## src/rtl/ips_patch_stream_decoder_defines.svh

```systemverilog
// Assertion macros shared by the patch stream decoder RTL.
`ifndef IPS_PATCH_STREAM_DECODER_DEFINES_SVH
`define IPS_PATCH_STREAM_DECODER_DEFINES_SVH

// Check that a condition implies another in the same cycle.
`define IPSD_ASSERT_IMPLY(label, ante, cons, msg) \
    label: assert property (@(posedge clk) disable iff (!rst_n) (ante) |-> (cons)) \
        else $error(msg);

// Check that a condition implies another in the following cycle.
`define IPSD_ASSERT_NEXT(label, ante, cons, msg) \
    label: assert property (@(posedge clk) disable iff (!rst_n) (ante) |=> (cons)) \
        else $error(msg);

`endif

```

## src/rtl/ipsd_pkg.sv

```systemverilog
// Shared types and constants of the patch stream decoder.
`default_nettype none

package ipsd_pkg;

    // Result kinds
    localparam logic [1:0] KIND_WRITE    = 2'd0;
    localparam logic [1:0] KIND_FILL     = 2'd1;
    localparam logic [1:0] KIND_COMPLETE = 2'd2;
    localparam logic [1:0] KIND_FAIL     = 2'd3;

    // Failure codes
    localparam logic [1:0] ERR_BAD_HEADER = 2'd0;
    localparam logic [1:0] ERR_OFFSET     = 2'd1;
    localparam logic [1:0] ERR_EARLY_END  = 2'd2;

    // Command queue between parser and emitter
    localparam int QUEUE_DEPTH = 4;
    localparam int QPTR_W      = $clog2(QUEUE_DEPTH);
    localparam int QCNT_W      = QPTR_W + 1;

    // One parsed item: an optional main result and an optional trailing failure
    typedef struct packed {
        logic        main_valid;
        logic [1:0]  kind;
        logic [31:0] addr;
        logic [15:0] len;
        logic [7:0]  value;
        logic [1:0]  err;
        logic        tail_valid;
        logic [1:0]  tail_err;
    } cmd_t;

    // Queue occupancy flags
    typedef struct packed {
        logic full;
        logic empty;
    } qstat_t;

endpackage

`default_nettype wire

```

## src/rtl/ipsd_queue.sv

```systemverilog
// Short command queue that decouples the parser from the result emitter.
`default_nettype none

module ipsd_queue (
    input  logic            clk,
    input  logic            rst_n,
    input  logic            enq,
    input  ipsd_pkg::cmd_t  enq_cmd,
    input  logic            deq,
    output ipsd_pkg::qstat_t qstat,
    output ipsd_pkg::cmd_t  head_cmd
);

    ipsd_pkg::cmd_t                    entry_reg [ipsd_pkg::QUEUE_DEPTH];
    logic [ipsd_pkg::QPTR_W-1:0]       wr_ptr_reg;
    logic [ipsd_pkg::QPTR_W-1:0]       rd_ptr_reg;
    logic [ipsd_pkg::QCNT_W-1:0]       count_reg;
    logic [ipsd_pkg::QPTR_W-1:0]       wr_ptr_next;
    logic [ipsd_pkg::QPTR_W-1:0]       rd_ptr_next;
    logic [ipsd_pkg::QCNT_W-1:0]       count_next;

    // Flags and head entry
    assign qstat.full  = (count_reg == ipsd_pkg::QCNT_W'(ipsd_pkg::QUEUE_DEPTH));
    assign qstat.empty = (count_reg == '0);
    assign head_cmd    = entry_reg[rd_ptr_reg];

    // Advance pointers and count
    always_comb
    begin
        wr_ptr_next = enq ? wr_ptr_reg + 1'b1 : wr_ptr_reg;
        rd_ptr_next = deq ? rd_ptr_reg + 1'b1 : rd_ptr_reg;
        count_next  = count_reg;
        if (enq && !deq)
        begin
            count_next = count_reg + 1'b1;
        end
        else if (!enq && deq)
        begin
            count_next = count_reg - 1'b1;
        end
    end

    always_ff @(posedge clk or negedge rst_n)
    begin
        if (!rst_n)
        begin
            wr_ptr_reg <= '0;
            rd_ptr_reg <= '0;
            count_reg  <= '0;
        end
        else
        begin
            wr_ptr_reg <= wr_ptr_next;
            rd_ptr_reg <= rd_ptr_next;
            count_reg  <= count_next;
        end
    end

    // Hold entries
    always_ff @(posedge clk)
    begin
        if (enq)
        begin
            entry_reg[wr_ptr_reg] <= enq_cmd;
        end
    end

endmodule

`default_nettype wire

```

## src/rtl/ipsd_front.sv

```systemverilog
// Byte parser: header match, record fields and command classification.
`default_nettype none

module ipsd_front (
    input  logic             clk,
    input  logic             rst_n,
    input  logic             push,
    input  logic [7:0]       patch_byte,
    input  logic             end_of_stream,
    input  logic [32:0]      usable_size,
    input  ipsd_pkg::qstat_t qstat,
    output logic             enq,
    output ipsd_pkg::cmd_t   enq_cmd
);

    typedef enum logic [2:0] {
        PH_HEADER,
        PH_OFFSET,
        PH_SIZE,
        PH_RUNLEN,
        PH_FILLBYTE,
        PH_DATA,
        PH_DONE
    } phase_t;

    // Header and end marker bytes
    function automatic logic [7:0] hdr_narrow(input logic [2:0] idx);
        logic [7:0] val;
        case (idx)
            3'd0:    val = 8'h50;
            3'd1:    val = 8'h41;
            3'd2:    val = 8'h54;
            3'd3:    val = 8'h43;
            default: val = 8'h48;
        endcase
        return val;
    endfunction

    function automatic logic [7:0] hdr_wide(input logic [2:0] idx);
        logic [7:0] val;
        case (idx)
            3'd0:    val = 8'h49;
            3'd1:    val = 8'h50;
            3'd2:    val = 8'h53;
            3'd3:    val = 8'h33;
            default: val = 8'h32;
        endcase
        return val;
    endfunction

    function automatic logic [7:0] eof_narrow(input logic [1:0] idx);
        logic [7:0] val;
        case (idx)
            2'd0:    val = 8'h45;
            2'd1:    val = 8'h4F;
            default: val = 8'h46;
        endcase
        return val;
    endfunction

    function automatic logic [7:0] eof_wide(input logic [1:0] idx);
        logic [7:0] val;
        case (idx)
            2'd0:    val = 8'h45;
            2'd1:    val = 8'h45;
            2'd2:    val = 8'h4F;
            default: val = 8'h46;
        endcase
        return val;
    endfunction

    phase_t      phase_reg,  phase_next;
    logic        wide_reg,   wide_next;
    logic [1:0]  match_reg,  match_next;
    logic [2:0]  cnt_reg,    cnt_next;
    logic [31:0] acc_reg,    acc_next;
    logic [31:0] addr_reg,   addr_next;
    logic [15:0] rem_reg,    rem_next;
    logic        eofc_reg,   eofc_next;

    logic           accept;
    logic [2:0]     hdr_idx;
    logic [1:0]     hdr_match;
    logic [1:0]     off_idx;
    logic [7:0]     mark;
    logic [31:0]    acc_shift;
    logic           eof_now;
    logic [2:0]     off_cnt;
    logic [15:0]    rem_shift;
    logic [15:0]    rem_dec;
    ipsd_pkg::cmd_t cmd;

    assign accept = push && !qstat.full;

    // Per-byte decode
    always_comb
    begin
        phase_next = phase_reg;
        wide_next  = wide_reg;
        match_next = match_reg;
        cnt_next   = cnt_reg;
        acc_next   = acc_reg;
        addr_next  = addr_reg;
        rem_next   = rem_reg;
        eofc_next  = eofc_reg;
        cmd        = '0;

        hdr_idx   = (cnt_reg > 3'd4) ? 3'd4 : cnt_reg;
        hdr_match = match_reg & {patch_byte == hdr_wide(hdr_idx),
                                 patch_byte == hdr_narrow(hdr_idx)};
        off_idx   = cnt_reg[1:0];
        mark      = wide_reg ? eof_wide(off_idx)
                             : eof_narrow((off_idx == 2'd3) ? 2'd2 : off_idx);
        acc_shift = {acc_reg[23:0], patch_byte};
        eof_now   = eofc_reg && (patch_byte == mark);
        off_cnt   = {1'b0, off_idx} + 3'd1;
        rem_shift = {rem_reg[7:0], patch_byte};
        rem_dec   = rem_reg - 16'd1;

        case (phase_reg)
            PH_HEADER:
            begin
                match_next = hdr_match;
                if (hdr_match == 2'b00)
                begin
                    cmd.main_valid = 1'b1;
                    cmd.kind       = ipsd_pkg::KIND_FAIL;
                    cmd.err        = ipsd_pkg::ERR_BAD_HEADER;
                    phase_next     = PH_DONE;
                end
                else if (hdr_idx == 3'd4)
                begin
                    wide_next  = hdr_match[1];
                    phase_next = PH_OFFSET;
                    cnt_next   = '0;
                    acc_next   = '0;
                    eofc_next  = 1'b1;
                end
                else
                begin
                    cnt_next = hdr_idx + 3'd1;
                end
            end
            PH_OFFSET:
            begin
                acc_next  = acc_shift;
                eofc_next = eof_now;
                cnt_next  = off_cnt;
                if (off_cnt >= (wide_reg ? 3'd4 : 3'd3))
                begin
                    if (eof_now)
                    begin
                        cmd.main_valid = 1'b1;
                        cmd.kind       = ipsd_pkg::KIND_COMPLETE;
                        phase_next     = PH_DONE;
                    end
                    else if ({1'b0, acc_shift} > usable_size)
                    begin
                        cmd.main_valid = 1'b1;
                        cmd.kind       = ipsd_pkg::KIND_FAIL;
                        cmd.err        = ipsd_pkg::ERR_OFFSET;
                        phase_next     = PH_DONE;
                    end
                    else
                    begin
                        addr_next  = acc_shift;
                        phase_next = PH_SIZE;
                        cnt_next   = '0;
                        rem_next   = '0;
                    end
                end
            end
            PH_SIZE, PH_RUNLEN:
            begin
                rem_next = rem_shift;
                cnt_next = cnt_reg + 3'd1;
                if (cnt_reg >= 3'd1)
                begin
                    cnt_next = '0;
                    if (phase_reg == PH_RUNLEN)
                    begin
                        phase_next = PH_FILLBYTE;
                    end
                    else if (rem_shift == 16'd0)
                    begin
                        phase_next = PH_RUNLEN;
                    end
                    else
                    begin
                        phase_next = PH_DATA;
                    end
                end
            end
            PH_FILLBYTE:
            begin
                cmd.main_valid = 1'b1;
                cmd.kind       = ipsd_pkg::KIND_FILL;
                cmd.addr       = addr_reg;
                cmd.len        = rem_reg;
                cmd.value      = patch_byte;
                phase_next     = PH_OFFSET;
                cnt_next       = '0;
                acc_next       = '0;
                eofc_next      = 1'b1;
            end
            PH_DATA:
            begin
                // Drop bytes that land outside the image
                if ({1'b0, addr_reg} < usable_size)
                begin
                    cmd.main_valid = 1'b1;
                    cmd.kind       = ipsd_pkg::KIND_WRITE;
                    cmd.addr       = addr_reg;
                    cmd.value      = patch_byte;
                end
                addr_next = (addr_reg == '1) ? addr_reg : addr_reg + 32'd1;
                rem_next  = rem_dec;
                if (rem_dec == 16'd0)
                begin
                    phase_next = PH_OFFSET;
                    cnt_next   = '0;
                    acc_next   = '0;
                    eofc_next  = 1'b1;
                end
            end
            PH_DONE:
            begin
                phase_next = PH_DONE;
            end
            default:
            begin
                phase_next = PH_DONE;
            end
        endcase

        // End of file: flag an unfinished patch, then restart the parse
        if (end_of_stream)
        begin
            if (phase_next != PH_DONE)
            begin
                cmd.tail_valid = 1'b1;
                cmd.tail_err   = (phase_next == PH_HEADER) ? ipsd_pkg::ERR_BAD_HEADER
                                                           : ipsd_pkg::ERR_EARLY_END;
            end
            phase_next = PH_HEADER;
            wide_next  = 1'b0;
            match_next = 2'b11;
            cnt_next   = '0;
            acc_next   = '0;
            addr_next  = '0;
            rem_next   = '0;
            eofc_next  = 1'b0;
        end
    end

    assign enq     = accept && (cmd.main_valid || cmd.tail_valid);
    assign enq_cmd = cmd;

    // Hold parse state
    always_ff @(posedge clk or negedge rst_n)
    begin
        if (!rst_n)
        begin
            phase_reg <= PH_HEADER;
            wide_reg  <= 1'b0;
            match_reg <= 2'b11;
            cnt_reg   <= '0;
            acc_reg   <= '0;
            addr_reg  <= '0;
            rem_reg   <= '0;
            eofc_reg  <= 1'b0;
        end
        else if (accept)
        begin
            phase_reg <= phase_next;
            wide_reg  <= wide_next;
            match_reg <= match_next;
            cnt_reg   <= cnt_next;
            acc_reg   <= acc_next;
            addr_reg  <= addr_next;
            rem_reg   <= rem_next;
            eofc_reg  <= eofc_next;
        end
    end

endmodule

`default_nettype wire

```

## src/rtl/ipsd_back.sv

```systemverilog
// Result emitter: expands queued commands, clips fills, drives the result register.
`default_nettype none

module ipsd_back (
    input  logic             clk,
    input  logic             rst_n,
    input  ipsd_pkg::qstat_t qstat,
    input  ipsd_pkg::cmd_t   head_cmd,
    input  logic [32:0]      usable_size,
    input  logic             pop,
    output logic             deq,
    output logic             empty,
    output logic [1:0]       kind,
    output logic [31:0]      target_address,
    output logic [15:0]      fill_length,
    output logic [7:0]       byte_value,
    output logic [1:0]       error_code,
    output logic             last_of_run
);

    logic        out_valid_reg, out_valid_next;
    logic        pend_reg,      pend_next;
    logic [1:0]  pend_err_reg,  pend_err_next;
    logic [1:0]  kind_reg,      kind_next;
    logic [31:0] addr_reg,      addr_next;
    logic [15:0] len_reg,       len_next;
    logic [7:0]  value_reg,     value_next;
    logic [1:0]  err_reg,       err_next;
    logic        last_reg,      last_next;

    logic        can_load;
    logic [32:0] fill_end;
    logic [32:0] fill_room;
    logic        fill_over;
    logic        fill_inside;
    logic [15:0] clip_len;

    // Clip a fill to the image
    assign fill_end    = {1'b0, head_cmd.addr} + {17'b0, head_cmd.len};
    assign fill_room   = usable_size - {1'b0, head_cmd.addr};
    assign fill_over   = fill_end > usable_size;
    assign fill_inside = {1'b0, head_cmd.addr} < usable_size;
    assign clip_len    = !fill_over  ? head_cmd.len :
                         fill_inside ? fill_room[15:0] : 16'd0;

    assign can_load = !out_valid_reg || pop;

    // Pick the next result
    always_comb
    begin
        out_valid_next = out_valid_reg;
        pend_next      = pend_reg;
        pend_err_next  = pend_err_reg;
        kind_next      = kind_reg;
        addr_next      = addr_reg;
        len_next       = len_reg;
        value_next     = value_reg;
        err_next       = err_reg;
        last_next      = last_reg;
        deq            = 1'b0;
        if (can_load)
        begin
            if (pend_reg)
            begin
                out_valid_next = 1'b1;
                pend_next      = 1'b0;
                kind_next      = ipsd_pkg::KIND_FAIL;
                addr_next      = '0;
                len_next       = '0;
                value_next     = '0;
                err_next       = pend_err_reg;
                last_next      = 1'b1;
            end
            else if (!qstat.empty)
            begin
                deq            = 1'b1;
                out_valid_next = 1'b1;
                if (head_cmd.main_valid)
                begin
                    kind_next     = head_cmd.kind;
                    addr_next     = head_cmd.addr;
                    len_next      = (head_cmd.kind == ipsd_pkg::KIND_FILL) ? clip_len
                                                                           : head_cmd.len;
                    value_next    = head_cmd.value;
                    err_next      = head_cmd.err;
                    last_next     = !head_cmd.tail_valid;
                    pend_next     = head_cmd.tail_valid;
                    pend_err_next = head_cmd.tail_err;
                end
                else
                begin
                    kind_next  = ipsd_pkg::KIND_FAIL;
                    addr_next  = '0;
                    len_next   = '0;
                    value_next = '0;
                    err_next   = head_cmd.tail_err;
                    last_next  = 1'b1;
                end
            end
            else
            begin
                out_valid_next = 1'b0;
            end
        end
    end

    // Hold control state
    always_ff @(posedge clk or negedge rst_n)
    begin
        if (!rst_n)
        begin
            out_valid_reg <= 1'b0;
            pend_reg      <= 1'b0;
        end
        else
        begin
            out_valid_reg <= out_valid_next;
            pend_reg      <= pend_next;
        end
    end

    // Hold result payload
    always_ff @(posedge clk)
    begin
        pend_err_reg <= pend_err_next;
        kind_reg     <= kind_next;
        addr_reg     <= addr_next;
        len_reg      <= len_next;
        value_reg    <= value_next;
        err_reg      <= err_next;
        last_reg     <= last_next;
    end

    assign empty          = !out_valid_reg;
    assign kind           = kind_reg;
    assign target_address = addr_reg;
    assign fill_length    = len_reg;
    assign byte_value     = value_reg;
    assign error_code     = err_reg;
    assign last_of_run    = last_reg;

endmodule

`default_nettype wire

```

## src/rtl/ips_patch_stream_decoder.sv

```systemverilog
// Top level of the patch stream decoder: config register, parser, queue, emitter.
//
//  Channel   Handshake            Payload
//  -------   ------------------   ---------------------------------------------------
//  input     push / full          patch_byte, end_of_stream
//  result    empty / pop          kind, target_address, fill_length, byte_value,
//                                 error_code, last_of_run
//  config    image_size_we        image_size_wdata
//
//  The parser takes one byte per cycle while its four-entry command queue has room.
//  The emitter sends one result per cycle while the receiver pops; a byte that yields
//  two results holds the emitter for both, so the queue absorbs such bursts.
//  A result passes through the command queue and then the result register on its way
//  to the result ports, and waits in the queue while the result register is busy.
//  Reset clears the parse state, the queue and the result valid flag; image_size is 0.
`default_nettype none
`include "ips_patch_stream_decoder_defines.svh"

module ips_patch_stream_decoder #(
    parameter int ADDR_BITS = 32
) (
    input  logic        clk,
    input  logic        rst_n,
    input  logic        push,
    output logic        full,
    input  logic [7:0]  patch_byte,
    input  logic        end_of_stream,
    output logic        empty,
    input  logic        pop,
    output logic [1:0]  kind,
    output logic [31:0] target_address,
    output logic [15:0] fill_length,
    output logic [7:0]  byte_value,
    output logic [1:0]  error_code,
    output logic        last_of_run,
    input  logic        image_size_we,
    input  logic [31:0] image_size_wdata
);

    localparam logic [32:0] ADDR_LIMIT = 33'd1 << ADDR_BITS;

    logic [32:0]      usable_size_reg;
    logic [32:0]      usable_size_next;
    logic             enq;
    logic             deq;
    ipsd_pkg::cmd_t   enq_cmd;
    ipsd_pkg::cmd_t   head_cmd;
    ipsd_pkg::qstat_t qstat;

    // Store the image size already limited to the address space
    assign usable_size_next = ({1'b0, image_size_wdata} < ADDR_LIMIT) ?
                              {1'b0, image_size_wdata} : ADDR_LIMIT;

    always_ff @(posedge clk or negedge rst_n)
    begin
        if (!rst_n)
        begin
            usable_size_reg <= '0;
        end
        else if (image_size_we)
        begin
            usable_size_reg <= usable_size_next;
        end
    end

    assign full = qstat.full;

    ipsd_front u_front (
        .clk           (clk),
        .rst_n         (rst_n),
        .push          (push),
        .patch_byte    (patch_byte),
        .end_of_stream (end_of_stream),
        .usable_size   (usable_size_reg),
        .qstat         (qstat),
        .enq           (enq),
        .enq_cmd       (enq_cmd)
    );

    ipsd_queue u_queue (
        .clk      (clk),
        .rst_n    (rst_n),
        .enq      (enq),
        .enq_cmd  (enq_cmd),
        .deq      (deq),
        .qstat    (qstat),
        .head_cmd (head_cmd)
    );

    ipsd_back u_back (
        .clk            (clk),
        .rst_n          (rst_n),
        .qstat          (qstat),
        .head_cmd       (head_cmd),
        .usable_size    (usable_size_reg),
        .pop            (pop),
        .deq            (deq),
        .empty          (empty),
        .kind           (kind),
        .target_address (target_address),
        .fill_length    (fill_length),
        .byte_value     (byte_value),
        .error_code     (error_code),
        .last_of_run    (last_of_run)
    );

    // Terminal results always close their byte
    `IPSD_ASSERT_IMPLY(a_terminal_last, !empty && (kind == ipsd_pkg::KIND_COMPLETE || kind == ipsd_pkg::KIND_FAIL), last_of_run, "terminal result without last_of_run")
    // A result that is not last is followed at once by its trailing failure
    `IPSD_ASSERT_NEXT(a_pair_follows, !empty && pop && !last_of_run, !empty && kind == ipsd_pkg::KIND_FAIL && last_of_run, "companion failure missing")
    // Writes stay inside the image
    `IPSD_ASSERT_IMPLY(a_write_inside, !empty && kind == ipsd_pkg::KIND_WRITE, 33'(target_address) < usable_size_reg, "write outside image")
    // Fills are clipped to the image
    `IPSD_ASSERT_IMPLY(a_fill_clipped, !empty && kind == ipsd_pkg::KIND_FILL, (33'(target_address) + 33'(fill_length) <= usable_size_reg) || (fill_length == 16'd0), "fill not clipped")

endmodule

`default_nettype wire

```

## config.mk

```make
export PLATFORM = sky130hd
export DESIGN_NAME = ips_patch_stream_decoder
export DESIGN_NICKNAME = d
export VERILOG_FILES = /design/src/rtl/ipsd_pkg.sv /design/src/rtl/ipsd_queue.sv /design/src/rtl/ipsd_front.sv /design/src/rtl/ipsd_back.sv /design/src/rtl/ips_patch_stream_decoder.sv
export VERILOG_INCLUDE_DIRS = /design/src /design/src/rtl
export SDC_FILE = /design/constraint.sdc
export NUM_CORES = 1
export LEC_CHECK = 0
export BUFFER_PORTS_ARGS = -buffer_cell sky130_fd_sc_hd__buf_4
export CAP_MARGIN = 20
export CORE_MARGIN = 5
export CORE_UTILIZATION = 29
export CTS_BUF_LIST = sky130_fd_sc_hd__clkbuf_2
export CTS_CLUSTER_DIAMETER = 200
export CTS_CLUSTER_SIZE = 16
export DETAILED_ROUTE_END_ITERATION = 12
export PLACE_DENSITY = 0.54
export SLEW_MARGIN = 10
export SYNTH_ARGS = -nofsm -noshare
export SYNTH_HDL_FRONTEND = slang
export SYNTH_SLANG_ARGS = --single-unit
```

## constraint.sdc

```tcl
create_clock -name clk -period 6.1 [get_ports clk]
set_input_delay 0.915 -clock clk [delete_from_list [all_inputs] [get_ports clk]]
set_output_delay 0.915 -clock clk [all_outputs]
set_load 0.005 [all_outputs]
```

## Yosys cells after proc, flatten, opt, wreduce, memory -nomap -nowiden

Memory sizes are Yosys's and may differ from the RTL's.
Index checks and enable logic that the tools add are counted.

| storage, ports and cells | value |
|---|---|
| bits in registers | 186 |
| RAM bits | 256 |
| bits of input ports | 46 |
| output and inout port bits | 63 |
| memories | 1 |

Memories:

| name | words | width | rd ports | clocked after Yosys merged registers in | wr ports | RTL line | source |
|---|---|---|---|---|---|---|---|
| u_queue.entry_reg | 4 | 64 | 1 | 0 | 1 | ipsd_queue.sv:14 | `ipsd_pkg::cmd_t entry_reg [ipsd_pkg::QUEUE_DEPTH];` |

| cells by class | value |
|---|---|
| add/sub/neg operators | 11 |
| magnitude comparators | 7 |
| eq/ne operators | 29 |
| muxes and demuxes | 99 |
| bitwise gates (word level) | 3 |
| reductions and logical operators | 38 |

Operators with widths:

| kind | count |
|---|---|
| $mux W32 | 7 |
| $mux W16 | 10 |
| $pmux W32 S2 | 2 |
| $mux W24 | 4 |
| $pmux W24 S4 | 1 |
| $mux W3 | 28 |
| $lt A32 B32 Y1 | 2 |
| $pmux W16 S3 | 1 |
| $mux W35 | 1 |
| $add A32 B16 Y33 | 1 |
| $gt A33 B32 Y1 | 1 |
| $add A32 B1 Y32 const B | 1 |
| $eq A32 B32 Y1 const B | 1 |
| $gt A32 B32 Y1 | 1 |
| $logic_not A16 Y1 | 2 |
| $pmux W3 S5 | 2 |
| $pmux W7 S4 | 1 |
| $mux W2 | 12 |
| $mux W8 | 3 |
| $mux W1 | 20 |
| $pmux W5 S4 | 1 |
| $eq A8 B7 Y1 | 2 |
| $pmux W4 S2 | 2 |
| $pmux W8 S2 | 1 |
| 38 further kinds | 80 |

## Depth between registers and ports, before layout

| logic depth | value |
|---|---|
| word-level depth | 20 |
| mapped depth | 26 |
| gate-level depth less buffers | 21 |

## By module

From an unflattened synthesis, not the netlist that was laid out.

| second synthesis, totals | value |
|---|---|
| cell total of the unflattened synthesis | 1985 |
| area total of the unflattened synthesis | 24114.4 um^2 |

Modules (own cells, without submodules):

| module | instances | cells an instance | area an instance (um^2) |
|---|---|---|---|
| ipsd_queue | 1 | 368 | 9624.2 |
| ipsd_front | 1 | 960 | 7380.8 |
| ipsd_back | 1 | 588 | 5760.5 |
| ips_patch_stream_decoder | 1 | 69 | 1348.8 |

## Worst setup path after synthesis

Ideal clock, no wire load.

| path | value |
|---|---|
| kind | flip-flop to flip-flop |
| from | reg u_queue.rd_ptr_reg[0] (netlist bit) |
| to | reg u_back.len_reg[14], in the netlist u_back.fill_length[14], data pin |
| library setup time | 0.256 ns |
| data arrival time | 5.794 ns |
| slack | 0.050 ns |
| stages on the path, launching flop included | 26 |
| path buffers | 5 |
| period minus slack after synthesis | 6.050 ns |
| path through | dfrtp_1 -> buf_6 -> buf_6 -> buf_4 -> buf_2 -> mux4_2 -> ha_1 -> a21o_1 -> a21o_1 -> a2111oi_0 -> nor3_1 -> o31ai_1 -> o21bai_1 -> a21oi_1 -> xnor2_1 -> ha_1 -> nand4_1 -> or2_2 -> or4_1 -> o21ai_1 -> a31oi_1 -> o21ai_0 -> o31ai_2 -> o2111a_2 -> buf_6 -> a22o_1 |

RTL lines:

| what | RTL line | source |
|---|---|---|
| start: declaration | ipsd_queue.sv:16 | `logic [ipsd_pkg::QPTR_W-1:0] rd_ptr_reg;` |
| start signal: assignment | ipsd_queue.sv:54 | `rd_ptr_reg <= rd_ptr_next;` |
| end signal: assignment | ipsd_back.sv:128 | `len_reg <= len_next;` |
| end: declaration | ipsd_back.sv:26 | `logic [15:0] len_reg, len_next;` |

==> run summary <==
Post-synth EDFFs -> 310
TritonCTS clock tree -> done
Final slew viol count -> 0
Detail Route Antenna Nets -> 0
Total gr overflow -> 0
Tmin final -> 5.83 ns
Slew headroom -> 31.6%
DRT iter0 DRCs -> 1403
Fillers -> 7858
Antenna violations before repair -> 2
Flop2flop setup slack -> 0.27 ns
Core area -> 0.0793 sq mm
Mux cell area share after synthesis -> 6.35%
Clock Skew -> 0.162 ns
Slowest cell on crit path -> dfrtp_4
Synth Register Bits -> 433
Clock Pin Slew Worst Setup and Hold Paths -> 0.31 ns
Die Height -> 293 um
GPL Wtd Cong -> 0.860
Syn. warnings -> 0
CP Launch Type -> register
Hold depth -> 3
# rows -> 103
Worst Hold Class -> input port to register
Async SR Flop Fraction -> 28.4%
Flip-flop and latch area -> 0.0124 sq mm
Pin count of the biggest net entering global routing -> 69
Critical path, cell by cell -> mux4_2 -> ha_1 -> fa_1 -> a21o_1 -> a21oi_1 -> o31ai_2 -> o21ai_1 -> a211oi_2 -> o21ai_2 -> nor2_1 -> xor2_1 -> ha_1 -> a2111o_1 -> a21oi_1 -> o31a_1 -> o211ai_1 -> o21ai_0 -> o31ai_2 -> o2111a_2 -> buf_12 -> a22o_1
Worst R2R Path Depth -> 21
Initial Util -> 29.4%
Layout cell share with drive strength beyond 1 -> 14.8%
Synthesized netlist cell count -> 1949
Cell variety after synth -> 93
Syn Std Cell Area -> 0.0233 sq mm
CTS Root Cell -> clkbuf_2
Worst-Skew Late Latency -> 1.17 ns
Syn-to-layout area delta -> 12.5%
# DRC -> 0
RSZ-0062 raised after global routing -> no
DRT Pass-1 Iters -> 5
Area occupied by multi-input gates -> 0.0102 sq mm
Fin. Hold Viols -> 0
CTS buffer count -> 31
Register area share after synthesis -> 53.2%
Synth Flop Type -> edfxtp_1
Leak -> 10.4 nW
Largest area contributor in the netlist -> edfxtp_1
Largest family of logic cells by synthesized area -> simple AND/OR/NAND/NOR gates
Drt total wl -> 67800 um
Port Buffers -> 108
Reg-to-Reg End -> u_back.fill_length[13]$_SDFFCE_PP0P_
Hold Path End -> u_front.acc_reg[3]$_DFFE_PN0P_
Simple-Gate Fraction of Synth Area -> 12.5%
Max clock buf depth -> 3
Period utilization -> 95.6%
Worst Hold Launch -> patch_byte[3]
Total power -> 12.3 mW
Pre-CTS worst setup slack -> 0.0938 ns
Pwr Density -> 469 mW/mm^2
Crit end category -> register
WL/cell -> 21.4 um
Req. time, crit path -> 6.92 ns
Final setup vio count -> 0
GRT Total Usage -> 15.3%
Placed wire-length estimate -> 48600 um
Synth Area in Adders -> 10.1%
Xor/xnor share of the synthesized area -> 2.11%
Vias in the first global route -> 16500
WS Path Type -> register to register
Die Span X -> 293 um
Boundary pin count -> 109
Worst Path Arrival -> 6.65 ns
DIE AREA -> 0.0860 sq mm
Setup TNS -> 0 ns
Worst r2r src -> u_queue.rd_ptr_reg[0]$_DFFE_PN0P_
Syn nets -> 2181
Fmax -> 171 MHz
Nets -> 2323
Post-synth top area share -> 40.0%
Setup ws final -> 0.267 ns
Max VDD drop -> 0.197 mV
Syn Area/Cell -> 11.9 sq um
H-tree Lvls -> 1
CTS Sinks -> 433
Crit Path Max Fanout -> 10
Post-DR vias/cell -> 5.18
First-pass GRT wire length -> 103000 um
Slowest stage delay, CP -> 0.59 ns
Synth top area cells -> edfxtp_1 (40%), dfrtp_1 (13%), ha_1 (9.8%)
Vias after detailed routing -> 16400
Worst-margin pin slew -> 1.03 ns
Compound-Gate Fraction of Synth Area -> 12.5%
Max_cap viols -> 0
Max FFs per register -> 248
Status -> complete, no violations
Crit. Startpoint -> u_queue.rd_ptr_reg[0]$_DFFE_PN0P_
[report_power, final]
part	internal (mW)	total [mW]	switching, mW	leakage [nW]
clock	0.240	1.18	0.939	0.244
combinational	2.84	6.72	3.88	5.59
sequential	4.02	4.38	0.354	4.56
total	7.10	12.3	5.17	10.4
[critical path: cells and delay by family, from the launching register on]
family,cells,cell delay [ns]
and+or+nand+nor,1,0.11
buffers and inverters,1,0.16
DFF,1,0.59
xor gates and xnor gates,1,0.16
muxes,1,0.56
AOI/OAI and AO/OA,14,3.01
adders and majority gates,3,0.99
[worst max-delay path by stage]
stage / endpoint / slack (ns) / depth (start not counted)
2_1_floorplan: u_back.fill_length[14]$_SDFFCE_PP0P_ / 0.05 / 25
3_3_place_gp: u_back.fill_length[6]$_SDFFCE_PP0P_ / 0.09 / 21
3_5_place_dp: u_back.fill_length[6]$_SDFFCE_PP0P_ / 0.09 / 21
4_1_cts: u_back.fill_length[13]$_SDFFCE_PP0P_ / 0.002 / 20
5_1_grt: u_back.fill_length[15]$_SDFFCE_PP0P_ / 0.01 / 21
6_report: u_back.fill_length[13]$_SDFFCE_PP0P_ / 0.27 / 21
[kinds of logic (layout without fill, tap and decap cells)]
logic type	count (synthesis)	in the layout
AND/OR/NAND/NOR	572	572
AO/OA/AOI/OAI	457	457
flip-flops	433	433
adder cells (fa/ha/maj)	186	186
buffers and inverters	176	343
multiplexers	69	69
XOR/XNOR	56	56
other	0	4
[layout make-up]
class,count,area share (%)
inverters,97,1.39
repair buffers,188,6.23
clock buffers,56,1.07
flip-flops and latches,433,47.4
clock inverters,2,0.0765
multi-input cells,1340,38.8
well taps,1050,5.02
diodes,4,0.0383
[cells in the mapped netlist (all sizes together), types with 7 or more instances]
cell type,number
nand2b,15
xnor2,36
xor2,20
o21a,8
nor2,128
o211ai,7
nor3,37
a21oi,114
ha,183
inv,96
and3,13
a22oi,9
buf,32
o21ai,161
a31oi,14
nand2,130
nand4,33
edfxtp,310
mux4,62
clkbuf,47
nand3,60
nor2b,16
a211oi,12
a21o,38
and2,88
a22o,25
dfrtp,121
nor4,25
o22ai,9
o21bai,11
o31ai,7
[through the flow]
step	hold slack, ns	instance area [sq um]	util (%)	std cells
finish	0.158	26200	33.0	3170
global route	0.0537	26200	33.0	3168
CTS	0.00750	26100	32.9	3159
detailed placement	0.511	25400	32.0	3061
global placement	0.499	25400	32.0	3060
floorplan	0.477	23300	-	1949
[routing by layer]
metal  track usage [%]  part of all wire (%)  vias up
met3              1.45                   4.6       80
li1                  -                     -     7570
met2              26.4                    48      489
met4              4.07                   2.5        0
met1              20.9                    44     8282
met5                 0                     0        -
[cells in the final DEF (no fill, tap or decap), drive strengths merged, types with 6 or more instances in the layout]
master / instances
xnor2: 36
edfxtp: 310
o21bai: 11
dfrtp: 121
a21oi: 114
nand2b: 15
nor4: 25
buf: 148
nand3: 60
o21ai: 161
o22ai: 9
dlygate4sd3: 40
mux4: 62
nand2: 130
inv: 98
ha: 183
o211ai: 7
xor2: 20
nand4: 33
nor2b: 16
o31ai: 7
and3: 13
and2: 88
a22oi: 9
a21o: 38
clkbuf: 56
or3: 6
a211oi: 12
a22o: 25
nor2: 128
nor3: 37
o21a: 8
a31oi: 14
[timing repair]
item	4_1_cts	5_1_grt
setup endpoints to repair	0	16
gates resized for setup	0	3
endpoints found under the hold margin	103	0
hold buffers	40	0
buffers inserted	0	5
(Power assumes the default switching activity.)
